### config.mk
export PLATFORM = sky130hd
export DESIGN_NAME = adc_temp_sensor_linearizer_unit
export DESIGN_NICKNAME = d
export VERILOG_FILES = /design/src/sv/atsl_pkg.sv /design/src/sv/adc_temp_sensor_linearizer_unit.sv /design/src/sv/atsl_datapath.sv /design/src/sv/atsl_ctrl.sv
export SDC_FILE = /design/constraint.sdc
export NUM_CORES = 1
export LEC_CHECK = 0
export ABC_AREA = 1
export BUFFER_PORTS_ARGS = -buffer_cell sky130_fd_sc_hd__buf_2
export CAP_MARGIN = 0
export CORE_AREA = 2 2 140 197
export CTS_CLUSTER_DIAMETER = 40
export DETAILED_ROUTE_END_ITERATION = 6
export DIE_AREA = 0 0 142 199
export PLACE_DENSITY_LB_ADDON = 0.05
export SETUP_SLACK_MARGIN = 0.05
export SYNTH_ARGS = -nofsm -noshare
export SYNTH_HDL_FRONTEND = slang
export SYNTH_HIERARCHICAL = 1
export SYNTH_SLANG_ARGS = --single-unit
### constraint.sdc
create_clock -name clk -period 4.9 [get_ports clk]
set_clock_uncertainty 0.15 [all_clocks]
set_input_delay 0.98 -clock clk [delete_from_list [all_inputs] [get_ports clk]]
set_output_delay 0.98 -clock clk [all_outputs]
set_load 0.03 [all_outputs]
### src/sv/atsl_pkg.sv
// ============================================================================
// atsl_pkg: shared types and constants of the temperature sensor linearizer
// Holds the calibration ROM, the field widths, the controller state type
// and the command and status bundles between controller and datapath.
// ============================================================================
package atsl_pkg;

  localparam int CODE_W        = 12;
  localparam int MV_W          = 12;
  localparam int DEG_W         = 8;
  localparam int PROD_W        = CODE_W + MV_W;
  localparam int NUM_W         = MV_W + DEG_W;
  localparam int TABLE_ENTRIES = 21;
  localparam int SEG_W         = $clog2(TABLE_ENTRIES);
  localparam int DIV_CNT_W     = $clog2(DEG_W);

  localparam logic [MV_W-1:0]  VREF_MV         = 12'd3300;
  localparam logic [MV_W:0]    CODE_FULL_SCALE = 13'd4095;
  localparam logic [DEG_W-1:0] TEMP_MAX        = 8'd150;

  localparam logic [MV_W-1:0] ROM_MV [TABLE_ENTRIES] = '{
    12'd3290, 12'd3160, 12'd3030, 12'd2899, 12'd2767, 12'd2634, 12'd2501,
    12'd2366, 12'd2231, 12'd2095, 12'd1957, 12'd1819, 12'd1681, 12'd1541,
    12'd1400, 12'd1259, 12'd1117, 12'd973,  12'd829,  12'd684,  12'd539
  };

  localparam logic [DEG_W-1:0] ROM_DEG [TABLE_ENTRIES] = '{
    8'd0,   8'd0,   8'd0,   8'd0,   8'd0,   8'd0,   8'd10,
    8'd20,  8'd30,  8'd40,  8'd50,  8'd60,  8'd70,  8'd80,
    8'd90,  8'd100, 8'd110, 8'd120, 8'd130, 8'd140, 8'd150
  };

  typedef enum logic [2:0] {
    ST_IDLE,
    ST_MV,
    ST_SEARCH,
    ST_PROD,
    ST_DIV,
    ST_ADD,
    ST_FIN
  } state_t;

  typedef struct packed {
    logic accept;
    logic calc_mv;
    logic next_k;
    logic set_direct;
    logic load_seg;
    logic set_flat;
    logic load_prod;
    logic div_step;
    logic set_interp;
    logic load_out;
  } ctrl_cmd_t;

  typedef struct packed {
    logic direct;
    logic hit;
    logic flat;
    logic div_last;
  } dp_status_t;

endpackage

### src/sv/adc_temp_sensor_linearizer_unit.sv
// ============================================================================
// adc_temp_sensor_linearizer_unit: converter code to degrees Celsius
// Scales a 12-bit sensor code to millivolts and interpolates a fixed
// 21-point calibration table into whole degrees, clamped to its ends.
// ============================================================================
// Usage:
// The input channel (in_valid, in_stall, in_adc_code) takes one beat when
// in_valid is high and in_stall is low. The result channel (out_valid,
// out_stall, out_temperature_c) gives exactly one beat per input beat.
// One beat is worked on at a time: in_stall stays high from acceptance
// until the result is moved into the output register.
// The product is taken at acceptance; then millivolts are formed and the
// table segments are searched in order, and a clamped voltage goes
// straight to the load. Otherwise the hit segment is loaded and, unless its
// span is zero, the product is loaded, the divider yields one quotient bit
// per cycle for eight bits, and one add and one load follow. The next beat
// can be taken in the cycle after the load.
// The output register parts the channels: while a result waits under
// out_stall the next beat is still accepted and worked on, and it only
// waits at the final load for the register to free up.
// Reset clears the sequencer and the output valid; the datapath registers
// are not reset and need no clearing pass.
// ============================================================================
module adc_temp_sensor_linearizer_unit (
  input  logic                              clk,
  input  logic                              rst_n,
  input  logic                              in_valid,
  output logic                              in_stall,
  input  logic [atsl_pkg::CODE_W-1:0]       in_adc_code,
  output logic                              out_valid,
  input  logic                              out_stall,
  output logic [atsl_pkg::DEG_W-1:0]        out_temperature_c
);

  atsl_pkg::ctrl_cmd_t  cmd;
  atsl_pkg::dp_status_t status;

  atsl_ctrl u_ctrl (
    .clk       (clk),
    .rst_n     (rst_n),
    .in_valid  (in_valid),
    .in_stall  (in_stall),
    .out_valid (out_valid),
    .out_stall (out_stall),
    .status    (status),
    .cmd       (cmd)
  );

  atsl_datapath u_datapath (
    .clk               (clk),
    .in_adc_code       (in_adc_code),
    .cmd               (cmd),
    .status            (status),
    .out_temperature_c (out_temperature_c)
  );

`ifndef SYNTHESIS
  // An accepted beat keeps the input stalled on the next cycle.
  assert property (@(posedge clk) disable iff (!rst_n)
    (in_valid && !in_stall) |=> in_stall)
    else $error("input not stalled after an accepted beat");

  // A delivered temperature never exceeds the hot end of the table.
  assert property (@(posedge clk) disable iff (!rst_n)
    out_valid |-> (out_temperature_c <= atsl_pkg::TEMP_MAX))
    else $error("temperature beyond table range");

  // The divider never runs on a zero span.
  assert property (@(posedge clk) disable iff (!rst_n)
    cmd.div_step |-> !status.flat)
    else $error("divider stepped with a zero span");

  // A result is only loaded when the output register is free.
  assert property (@(posedge clk) disable iff (!rst_n)
    cmd.load_out |-> (!out_valid || !out_stall))
    else $error("output register overwritten while stalled");
`endif

endmodule

### src/sv/atsl_datapath.sv
// ============================================================================
// atsl_datapath: arithmetic of the temperature sensor linearizer
// Scales the code to millivolts, walks the ROM one segment per cycle,
// and interpolates with a restoring divider that yields one bit per cycle.
// ============================================================================
module atsl_datapath (
  input  logic                          clk,
  input  logic [atsl_pkg::CODE_W-1:0]   in_adc_code,
  input  atsl_pkg::ctrl_cmd_t           cmd,
  output atsl_pkg::dp_status_t          status,
  output logic [atsl_pkg::DEG_W-1:0]    out_temperature_c
);

  localparam int MV_W  = atsl_pkg::MV_W;
  localparam int DEG_W = atsl_pkg::DEG_W;
  localparam int NUM_W = atsl_pkg::NUM_W;
  localparam int SEG_W = atsl_pkg::SEG_W;
  localparam int LAST  = atsl_pkg::TABLE_ENTRIES - 1;

  logic [atsl_pkg::PROD_W-1:0]    prod_r;
  logic [MV_W-1:0]                mv_r;
  logic [SEG_W-1:0]               k_r;
  logic [DEG_W-1:0]               t0_r;
  logic [MV_W-1:0]                diff_r;
  logic [MV_W-1:0]                span_r;
  logic [DEG_W-1:0]               step_r;
  logic [MV_W-1:0]                rem_r;
  logic [DEG_W-1:0]               quo_r;
  logic [atsl_pkg::DIV_CNT_W-1:0] cnt_r;
  logic [DEG_W-1:0]               res_r;
  logic [DEG_W-1:0]               out_temp_r;

  logic [MV_W-1:0]  q0;
  logic [MV_W:0]    r0;
  logic [MV_W-1:0]  mv_calc;
  logic [SEG_W-1:0] k_nx;
  logic             clamp_hi;
  logic             clamp_lo;
  logic             last_k;
  logic [DEG_W-1:0] direct_deg;
  logic [NUM_W-1:0] num;
  logic [MV_W:0]    div_ext;
  logic [MV_W:0]    div_sub;
  logic             div_ge;

  // Division by 4095: the high half is the first quotient guess, and the
  // remainder it leaves stays below twice the divisor.
  assign q0      = prod_r[atsl_pkg::PROD_W-1:MV_W];
  assign r0      = {1'b0, prod_r[MV_W-1:0]} + {1'b0, q0};
  assign mv_calc = (r0 >= atsl_pkg::CODE_FULL_SCALE) ? q0 + MV_W'(1) : q0;

  assign k_nx       = k_r + SEG_W'(1);
  assign clamp_hi   = mv_r >= atsl_pkg::ROM_MV[0];
  assign clamp_lo   = mv_r <= atsl_pkg::ROM_MV[LAST];
  assign last_k     = k_r == SEG_W'(LAST - 1);
  assign direct_deg = clamp_hi ? atsl_pkg::ROM_DEG[0] : atsl_pkg::ROM_DEG[LAST];

  assign status.hit      = (mv_r <= atsl_pkg::ROM_MV[k_r]) && (mv_r >= atsl_pkg::ROM_MV[k_nx]);
  assign status.direct   = clamp_hi || clamp_lo || (!status.hit && last_k);
  assign status.flat     = span_r == '0;
  assign status.div_last = cnt_r == atsl_pkg::DIV_CNT_W'(DEG_W - 1);

  assign num     = NUM_W'(diff_r) * NUM_W'(step_r);
  assign div_ext = {rem_r, quo_r[DEG_W-1]};
  assign div_ge  = div_ext >= {1'b0, span_r};
  assign div_sub = div_ext - {1'b0, span_r};

  always_ff @(posedge clk) begin
    if (cmd.accept) begin
      prod_r <= atsl_pkg::PROD_W'(in_adc_code) * atsl_pkg::PROD_W'(atsl_pkg::VREF_MV);
      k_r    <= '0;
    end
    if (cmd.calc_mv) begin
      mv_r <= mv_calc;
    end
    if (cmd.next_k) begin
      k_r <= k_nx;
    end
    if (cmd.set_direct) begin
      res_r <= direct_deg;
    end
    if (cmd.load_seg) begin
      t0_r   <= atsl_pkg::ROM_DEG[k_r];
      diff_r <= atsl_pkg::ROM_MV[k_r] - mv_r;
      span_r <= atsl_pkg::ROM_MV[k_r] - atsl_pkg::ROM_MV[k_nx];
      step_r <= (atsl_pkg::ROM_DEG[k_nx] >= atsl_pkg::ROM_DEG[k_r]) ?
                atsl_pkg::ROM_DEG[k_nx] - atsl_pkg::ROM_DEG[k_r] : '0;
    end
    if (cmd.set_flat) begin
      res_r <= t0_r;
    end
    if (cmd.load_prod) begin
      rem_r <= num[NUM_W-1:DEG_W];
      quo_r <= num[DEG_W-1:0];
      cnt_r <= '0;
    end
    if (cmd.div_step) begin
      rem_r <= div_ge ? div_sub[MV_W-1:0] : div_ext[MV_W-1:0];
      quo_r <= {quo_r[DEG_W-2:0], div_ge};
      cnt_r <= cnt_r + atsl_pkg::DIV_CNT_W'(1);
    end
    if (cmd.set_interp) begin
      res_r <= t0_r + quo_r;
    end
    if (cmd.load_out) begin
      out_temp_r <= res_r;
    end
  end

  assign out_temperature_c = out_temp_r;

endmodule

### src/sv/atsl_ctrl.sv
// ============================================================================
// atsl_ctrl: sequencer of the temperature sensor linearizer
// Steps one beat through scaling, segment search and division, and owns
// the handshakes of both channels.
// ============================================================================
module atsl_ctrl (
  input  logic                 clk,
  input  logic                 rst_n,
  input  logic                 in_valid,
  output logic                 in_stall,
  output logic                 out_valid,
  input  logic                 out_stall,
  input  atsl_pkg::dp_status_t status,
  output atsl_pkg::ctrl_cmd_t  cmd
);

  atsl_pkg::state_t state_r;
  atsl_pkg::state_t state_nxt;
  logic             out_valid_r;
  logic             out_valid_nxt;
  logic             out_free;

  assign out_free = !out_valid_r || !out_stall;

  always_comb begin
    state_nxt = state_r;
    unique case (state_r)
      atsl_pkg::ST_IDLE: begin
        if (in_valid) begin
          state_nxt = atsl_pkg::ST_MV;
        end
      end
      atsl_pkg::ST_MV: begin
        state_nxt = atsl_pkg::ST_SEARCH;
      end
      atsl_pkg::ST_SEARCH: begin
        priority if (status.direct) begin
          state_nxt = atsl_pkg::ST_FIN;
        end else if (status.hit) begin
          state_nxt = atsl_pkg::ST_PROD;
        end else begin
          state_nxt = atsl_pkg::ST_SEARCH;
        end
      end
      atsl_pkg::ST_PROD: begin
        state_nxt = status.flat ? atsl_pkg::ST_FIN : atsl_pkg::ST_DIV;
      end
      atsl_pkg::ST_DIV: begin
        if (status.div_last) begin
          state_nxt = atsl_pkg::ST_ADD;
        end
      end
      atsl_pkg::ST_ADD: begin
        state_nxt = atsl_pkg::ST_FIN;
      end
      atsl_pkg::ST_FIN: begin
        if (out_free) begin
          state_nxt = atsl_pkg::ST_IDLE;
        end
      end
      default: begin
        state_nxt = atsl_pkg::ST_IDLE;
      end
    endcase
  end

  always_comb begin
    cmd      = '0;
    in_stall = 1'b1;
    unique case (state_r)
      atsl_pkg::ST_IDLE: begin
        in_stall   = 1'b0;
        cmd.accept = in_valid;
      end
      atsl_pkg::ST_MV: begin
        cmd.calc_mv = 1'b1;
      end
      atsl_pkg::ST_SEARCH: begin
        cmd.set_direct = status.direct;
        cmd.load_seg   = !status.direct && status.hit;
        cmd.next_k     = !status.direct && !status.hit;
      end
      atsl_pkg::ST_PROD: begin
        cmd.set_flat  = status.flat;
        cmd.load_prod = !status.flat;
      end
      atsl_pkg::ST_DIV: begin
        cmd.div_step = 1'b1;
      end
      atsl_pkg::ST_ADD: begin
        cmd.set_interp = 1'b1;
      end
      atsl_pkg::ST_FIN: begin
        cmd.load_out = out_free;
      end
      default: begin
        cmd = '0;
      end
    endcase
  end

  assign out_valid_nxt = cmd.load_out || (out_valid_r && out_stall);

  always_ff @(posedge clk) begin
    if (!rst_n) begin
      state_r     <= atsl_pkg::ST_IDLE;
      out_valid_r <= 1'b0;
    end else begin
      state_r     <= state_nxt;
      out_valid_r <= out_valid_nxt;
    end
  end

  assign out_valid = out_valid_r;

endmodule
==> results of run 1 <==
==> worst max-delay path: cells and delay by family, from the launching register on <==
family	cells	cell delay [ns]
buffers and inverters	6	0.62
and+or+nand+nor	6	0.52
adders and majority gates	5	2.41
DFF	1	0.45
AOI/OAI and AO/OA	2	0.27
==> metal layers <==
layer | track usage [%] | vias to the layer above
met4 | 14.11 | 0
met5 | 0 | -
met3 | 3.683 | 111
li1 | - | 6174
met1 | 27.49 | 5845
met2 | 56.95 | 245
==> what timing repair did <==
item                                    4_1_cts  5_1_grt
pin swaps                                     0        3
resized for setup                             0       16
buffers inserted                              6       11
endpoints found under the setup margin        4       62
==> registers in the layout, summed over array words and instances, names as in the netlist, 8 cells and up <==
register	flops
u_datapath/mv_r	12
u_datapath/diff_r	12
u_datapath/span_r	12
u_datapath/rem_r	12
u_datapath/quo_r	8
u_datapath/prod_r	22
u_datapath/res_r	8
u_datapath/out_temperature_c	8
==> worst max-delay path by stage <==
stage	slack [ns]	depth (start not counted)	to
after floorplan	0.04	16	u_datapath/prod_r[23]$_DFFE_PP_
after global placement	-0.34	17	u_datapath/prod_r[21]$_DFFE_PP_
after detailed placement	-0.36	17	u_datapath/prod_r[21]$_DFFE_PP_
after CTS	0.07	19	u_datapath/rem_r[11]$_DFFE_PP_
after global routing	-0.01	21	u_datapath/rem_r[11]$_DFFE_PP_
final	0.23	19	u_datapath/rem_r[11]$_DFFE_PP_
==> Yosys cell counts, drive strengths merged <==
cell type / n
o22ai: 6
o31ai: 4
ha: 206
o21bai: 6
o21a: 2
o21ai: 68
nor2: 108
nand3b: 10
fa: 87
a311oi: 1
clkinv: 2
a21oi: 88
nor4: 3
inv: 416
or2: 11
a211oi: 2
xnor2: 25
o211ai: 4
nor3b: 1
nor3: 18
nand3: 105
clkbuf: 16
edfxtp: 116
nand2: 422
xor2: 41
a221oi: 1
a21o: 5
o221ai: 1
nand4: 31
a21boi: 1
o2111ai: 5
buf: 9
dfxtp: 4
a31oi: 11
==> stage by stage <==
stage          area (um^2)  instances  hold WS [ns]  setup slack (ns)
6_report             16480       2328        0.2677            0.2292
5_1_grt              16480       2328        0.2865          -0.01448
4_1_cts              16340       2317        0.2689           0.06977
3_5_place_dp         15690       2279        0.2552           -0.3637
3_3_place_gp         15690       2279        0.2502           -0.3411
2_1_floorplan        14380       1836        0.2503           0.04334
==> cell families (layout without fill, tap and decap cells) <==
logic type               after synthesis  after routing  share of synthesized area, %
XOR/XNOR                              66             66                         4.023
AND/OR/NAND/NOR                      709            709                         21.23
flip-flops                           120            120                         24.80
buffers and inverters                443            607                         11.76
adder cells (fa/ha/maj)              293            293                         30.06
AO/OA/AOI/OAI                        205            205                         8.125
==> final cells by class <==
cell class / instances / area (um^2)
clock buffer: 17 / 425.4
fill: 2435 / 10080
sequential: 120 / 3563
multi-input combinational: 1273 / 9190
inverter: 418 / 1569
clock inverter: 15 / 177.7
timing repair buffer: 157 / 1142
tap: 328 / 410.4
==> run_results.csv, run 1 <==
group,metric,value,unit
sta,max_slew.worst_pin.slew,1.121,ns
global_route,antenna_found_initial,0,
hold_path,min-delay-start,"u_datapath/res_r[1]$_DFFE_PP_",
finish,flow.area_growth_from_synthesis,14.69,%
finish,insertedDiodeCount,0,
critical_path,r2r_setup_slack,0.23,ns
hold_path,min_delay_worst_endpoint,"u_datapath/out_temperature_c[1]$_DFFE_PP_",
sta,final.period_utilization,95.32,%
critical_path,setup.worst_path.end_class,"flop",
critical_path,critical_path_class,"reg2reg",
clock_network,tritoncts_buffer_count,17,
global_route,groute.usage.overall,28.23,%
routing,routed_wire_length_per_instance,16.24,um
critical_path,critical-path-max-stage-delay,0.57,ns
floorplanning,placement_rows,71,
placed_design,detailedPlacementHpwl,31970,um
routing,detailroute.via_count,12380,
global_route,grt.overflow.total,0,
critical_path,worst_setup_path_startpoint,"u_datapath/step_r[3]$_SDFFCE_PN0P_",
yosys,post_synth_instance_area,14370,um^2
finish,finalCoreUtilization,62.04,%
routing,met2WireLength,21470,um
floorplanning,fp.dieArea,28260,um^2
yosys,syn_inst,1836,
sta,clock.fmax,214.1,MHz
sta,fin_crit,4.671,ns
critical_path,r2r-end,"u_datapath/rem_r[11]$_DFFE_PP_",
sta,grt_setup_unrepaired,"yes",
yosys,yosys.area.top_type_share,24.24,%
routing,dr_wl_met3,996,um
finish,design.final.nets,2296,
routing,number_of_nets_still_failing_antenna_checks_after_routing,0,
critical_path,critical_path_required,4.94,ns
clock_network,clkSinkCount,120,
flow_run,max_cap_violations,0,
sta,tns,0,ns
yosys,synthesis.nets,2145,
clock_network,cts_htree_levels,4,
finish,final_layout_size_suffix_gt1_share,11.65,%
finish,final_common_cell,"nand2_1",
routing,post_drt_via_cell_ratio,5.316,
clock_network,tritoncts,"done",
sta,finalHoldViolations,0,
critical_path,beginning_of_the_worst_register_to_register_path,"u_datapath/step_r[3]$_SDFFCE_PN0P_",
global_route,grt_start_max_net_pins,37,
critical_path,timing.critical_path.slowest_stage_cell,"fa_1",
status,status,"finished clean",
routing,drc_errors,0,
placed_design,globalplace.congestion,0.9498,
critical_path,worstPathMaxFanout,8,
yosys,yosys.cell_types.count,49,
hold_path,timing.hold.worst_path_depth,0,
placed_design,place.port_buffers,25,
routing,firstDrtPassIters,5,
sta,report.final.slew_viol_count,0,
clock_network,cts-root-to-sink-buffers,2,
floorplanning,start_util,54.09,%
finish,mostFrequentLayoutCells,"nand2_1 (416), inv_1 (414), ha_1 (202), buf_4 (128), edfxtp_1 (116)",
clock_network,hold_buffers,0,
yosys,syn-mean-instance-area,7.825,um^2
yosys,ys.warnings.count,6,
critical_path,arrival,4.71,ns
sta,count_of_endpoints_failing_setup_in_the_final_report,0,
yosys,synth.ff_latch_count,120,
clock_network,cts.clk_slew.worst_paths,0.06,ns
floorplanning,pin_count,26,
sta,slew-limit-headroom,24.98,%
yosys,most_area_consuming_cells_after_synthesis,"edfxtp_1 (24%), ha_1 (18%), fa_1 (12%)",
routing,highest-signal-layer,"met4",
clock_network,cts-root-buf,"clkbuf_16",
global_route,grt_pass1_vias,12710,
yosys,synth_top_cell_by_area,"edfxtp_1",
routing,met1Wirelength,13500,um
routing,totalWireLength,37820,um
hold_path,hold_class,"reg2reg",
clock_network,clk-insertion-delay-late,0.44,ns
floorplanning,die_height,199,um
routing,drt_first_iter_violations,552,
critical_path,r2r_cells,19,
floorplanning,fp.coreArea,26560,um^2
critical_path,critical_path.cell_chain,"buf_4 > nand2_1 > inv_1 > fa_1 > fa_1 > fa_1 > inv_1 > fa_1 > inv_1 > ha_1 > a21oi_2 > buf_4 > o21ai_0 > inv_1 > nor2_1 > nor3_2 > nand3_1 > nand3_1 > nand2_1",
yosys,synth_seq_area_share,24.80,%
critical_path,cp_launch_type,"flop",
floorplanning,die_width,142,um
global_route,grt_first_pass_wirelength,61960,um
Power of run 1 is left out: the tool's default activity adds up to more than one toggle a clock period on the data nets, which glitch-free logic cannot reach.
==> inputs of run 2 (changes only) <==
- CAP_MARGIN: 0 -> 20
- CORE_AREA: 2 2 140 197 -> 2 2 128 180
- DIE_AREA: 0 0 142 199 -> 0 0 130 182
- clock period: 4.9 -> 5.3 ns (I/O delays scaled with it)
==> run 2 against run 1 <==
Against the previous run:
- utilization up 8.5 points
- die area is 16% lower
- worst hold slack lost 0.0030 ns
- global-route usage increased by 3.7 points
- setup slack better by 0.11 ns
- via count decreased by 2.5%
- wire length decreased by 5.4%
- register-to-register slack improved by 0.11 ns
- first-iteration DRC count grew 34%
==> run_results.csv, run 2 (synthesis results as in run 1) <==
group,metric,value,unit
finish,design.final.nets,2198,
critical_path,timing.critical_path.buf_inv,5,
placed_design,placedCellCount,2167,
clock_network,tritoncts_buffer_count,17,
critical_path,critical-path-max-stage-delay,0.64,ns
sta,max_slew.worst_pin.slew,0.9369,ns
sta,clock.fmax,201.7,MHz
finish,largest_register_ffs,22,
floorplanning,fp.dieArea,23660,um^2
routing,totalWireLength,35790,um
sta,finalHoldViolations,0,
finish,insertedDiodeCount,0,
clock_network,cts_htree_levels,4,
placed_design,detailedPlacementHpwl,29850,um
clock_network,cts_resized,0,
clock_network,clk-insertion-delay-late,0.44,ns
routing,drt_first_iter_violations,742,
critical_path,crit_path_frequent_cell,"inv_1",
floorplanning,start_util,64.71,%
placed_design,place.port_buffers,25,
finish,fillerInstances,1887,
routing,detailroute.via_count,12070,
global_route,antenna_found_initial,0,
sta,fin_crit,4.958,ns
floorplanning,die_height,182,um
routing,routed_wire_length_per_instance,16.24,um
floorplanning,pin_count,26,
routing,drc_errors,0,
floorplanning,placement_rows,65,
status,status,"finished clean",
critical_path,beginning_of_the_worst_register_to_register_path,"u_datapath/step_r[7]$_SDFFCE_PN0P_",
clock_network,tritoncts,"done",
floorplanning,die_width,130,um
sta,slew-limit-headroom,37.31,%
global_route,groute.usage.overall,31.98,%
clock_network,hold_buffers,0,
critical_path,critical_path_required,5.33,ns
sta,final.period_utilization,93.55,%
routing,post_drt_via_cell_ratio,5.477,
floorplanning,fp.coreArea,22200,um^2
critical_path,worst_setup_path_startpoint,"u_datapath/step_r[7]$_SDFFCE_PN0P_",
global_route,grt_first_pass_wirelength,58860,um
clock_network,cts_post_setup_buffers_inserted,0,
finish,flow.area_growth_from_synthesis,8.970,%
sta,grt_setup_unrepaired,"no",
finish,final_layout_size_suffix_gt1_share,6.467,%
critical_path,path_delay_family,"adder cells",
sta,count_of_endpoints_failing_setup_in_the_final_report,0,
placed_design,globalplace.congestion,0.9480,
critical_path,setup.worst_path.end_class,"flop",
critical_path,worstPathMaxFanout,12,
finish,final_common_cell,"nand2_1",
global_route,grt_pass1_vias,12210,
global_route,grt.overflow.total,0,
clock_network,clkSinkCount,120,
critical_path,timing.critical_path.slowest_stage_cell,"edfxtp_1",
routing,firstDrtPassIters,7,
flow_run,max_cap_violations,0,
critical_path,cp_launch_type,"flop",
finish,mostFrequentLayoutCells,"nand2_1 (417), inv_1 (414), ha_1 (206), edfxtp_1 (116), nor2_1 (102)",
routing,number_of_nets_still_failing_antenna_checks_after_routing,0,
finish,stdcell_count,2203,
clock_network,cts.clk_slew.worst_paths,0.06,ns
clock_network,cts-root-to-sink-buffers,2,
finish,top_register,"u_datapath/prod_r",
sta,report.final.slew_viol_count,0,
clock_network,cts-root-buf,"clkbuf_16",
hold_path,min-delay-start,"u_datapath/res_r[6]$_DFFE_PP_",
critical_path,arrival,4.99,ns
hold_path,hold_class,"reg2reg",
critical_path,critical_path_class,"reg2reg",
global_route,grt_start_max_net_pins,29,
critical_path,critical_path.cell_chain,"nand2_1 > inv_1 > fa_1 > inv_1 > fa_1 > inv_1 > fa_1 > inv_1 > fa_1 > inv_1 > ha_1 > a21oi_1 > o21ai_0 > o21bai_1 > or2_2 > nand3_1 > nand2_1",
-- run 2: cell count changes in the layout (fill, tap and decap cells not counted), sizes merged --
cell,previous run,this run
inv,418,419
buf,157,59
clkbuf,17,19
clkinvlp,4,1
-- run 2: stage by stage --
step	utilization [%]	setup TNS (ns)	cell area, um^2	setup slack, ns	hold slack (ns)
6_report	70.52	0	15660	0.3418	0.2647
5_1_grt	70.52	0	15660	0.05933	0.2754
4_1_cts	70.32	0	15610	0.3923	0.2672
3_5_place_dp	67.57	-0.02919	15000	-0.02219	0.2545
3_3_place_gp	67.57	-0.006005	15000	-0.006005	0.2518
2_1_floorplan	-	0	14370	0.3102	0.2503
-- run 2: path summary, 6_finish.rpt --
path                                                                  end  slack [ns]  depth (start not counted)
worst max-delay path                        u_datapath/rem_r[6]$_DFFE_PP_        0.34                         17
worst min-delay path            u_datapath/out_temperature_c[6]$_DFFE_PP_        0.26                          0
worst max register to register              u_datapath/rem_r[6]$_DFFE_PP_        0.34                         17
worst min register to register  u_datapath/out_temperature_c[6]$_DFFE_PP_        0.26                          0
-- run 2: area by class of cell --
cell class                 count  area (um^2)  area share (%)
timing repair buffer          59        417.9           2.669
inverter                     418         1569           10.02
tap                          301        376.6           2.405
sequential                   120         3563           22.76
multi-input combinational   1273         9117           58.24
clock buffer                  19        442.9           2.829
clock inverter                13        168.9           1.079
-- run 2: metal layers --
metal,global-route usage [%],share of wire [%]
met1,34.55,38
met2,59.12,52
met3,4.420,3.5
met4,17.03,5.6
met5,0,0
Power of run 2 is left out for the same reason.
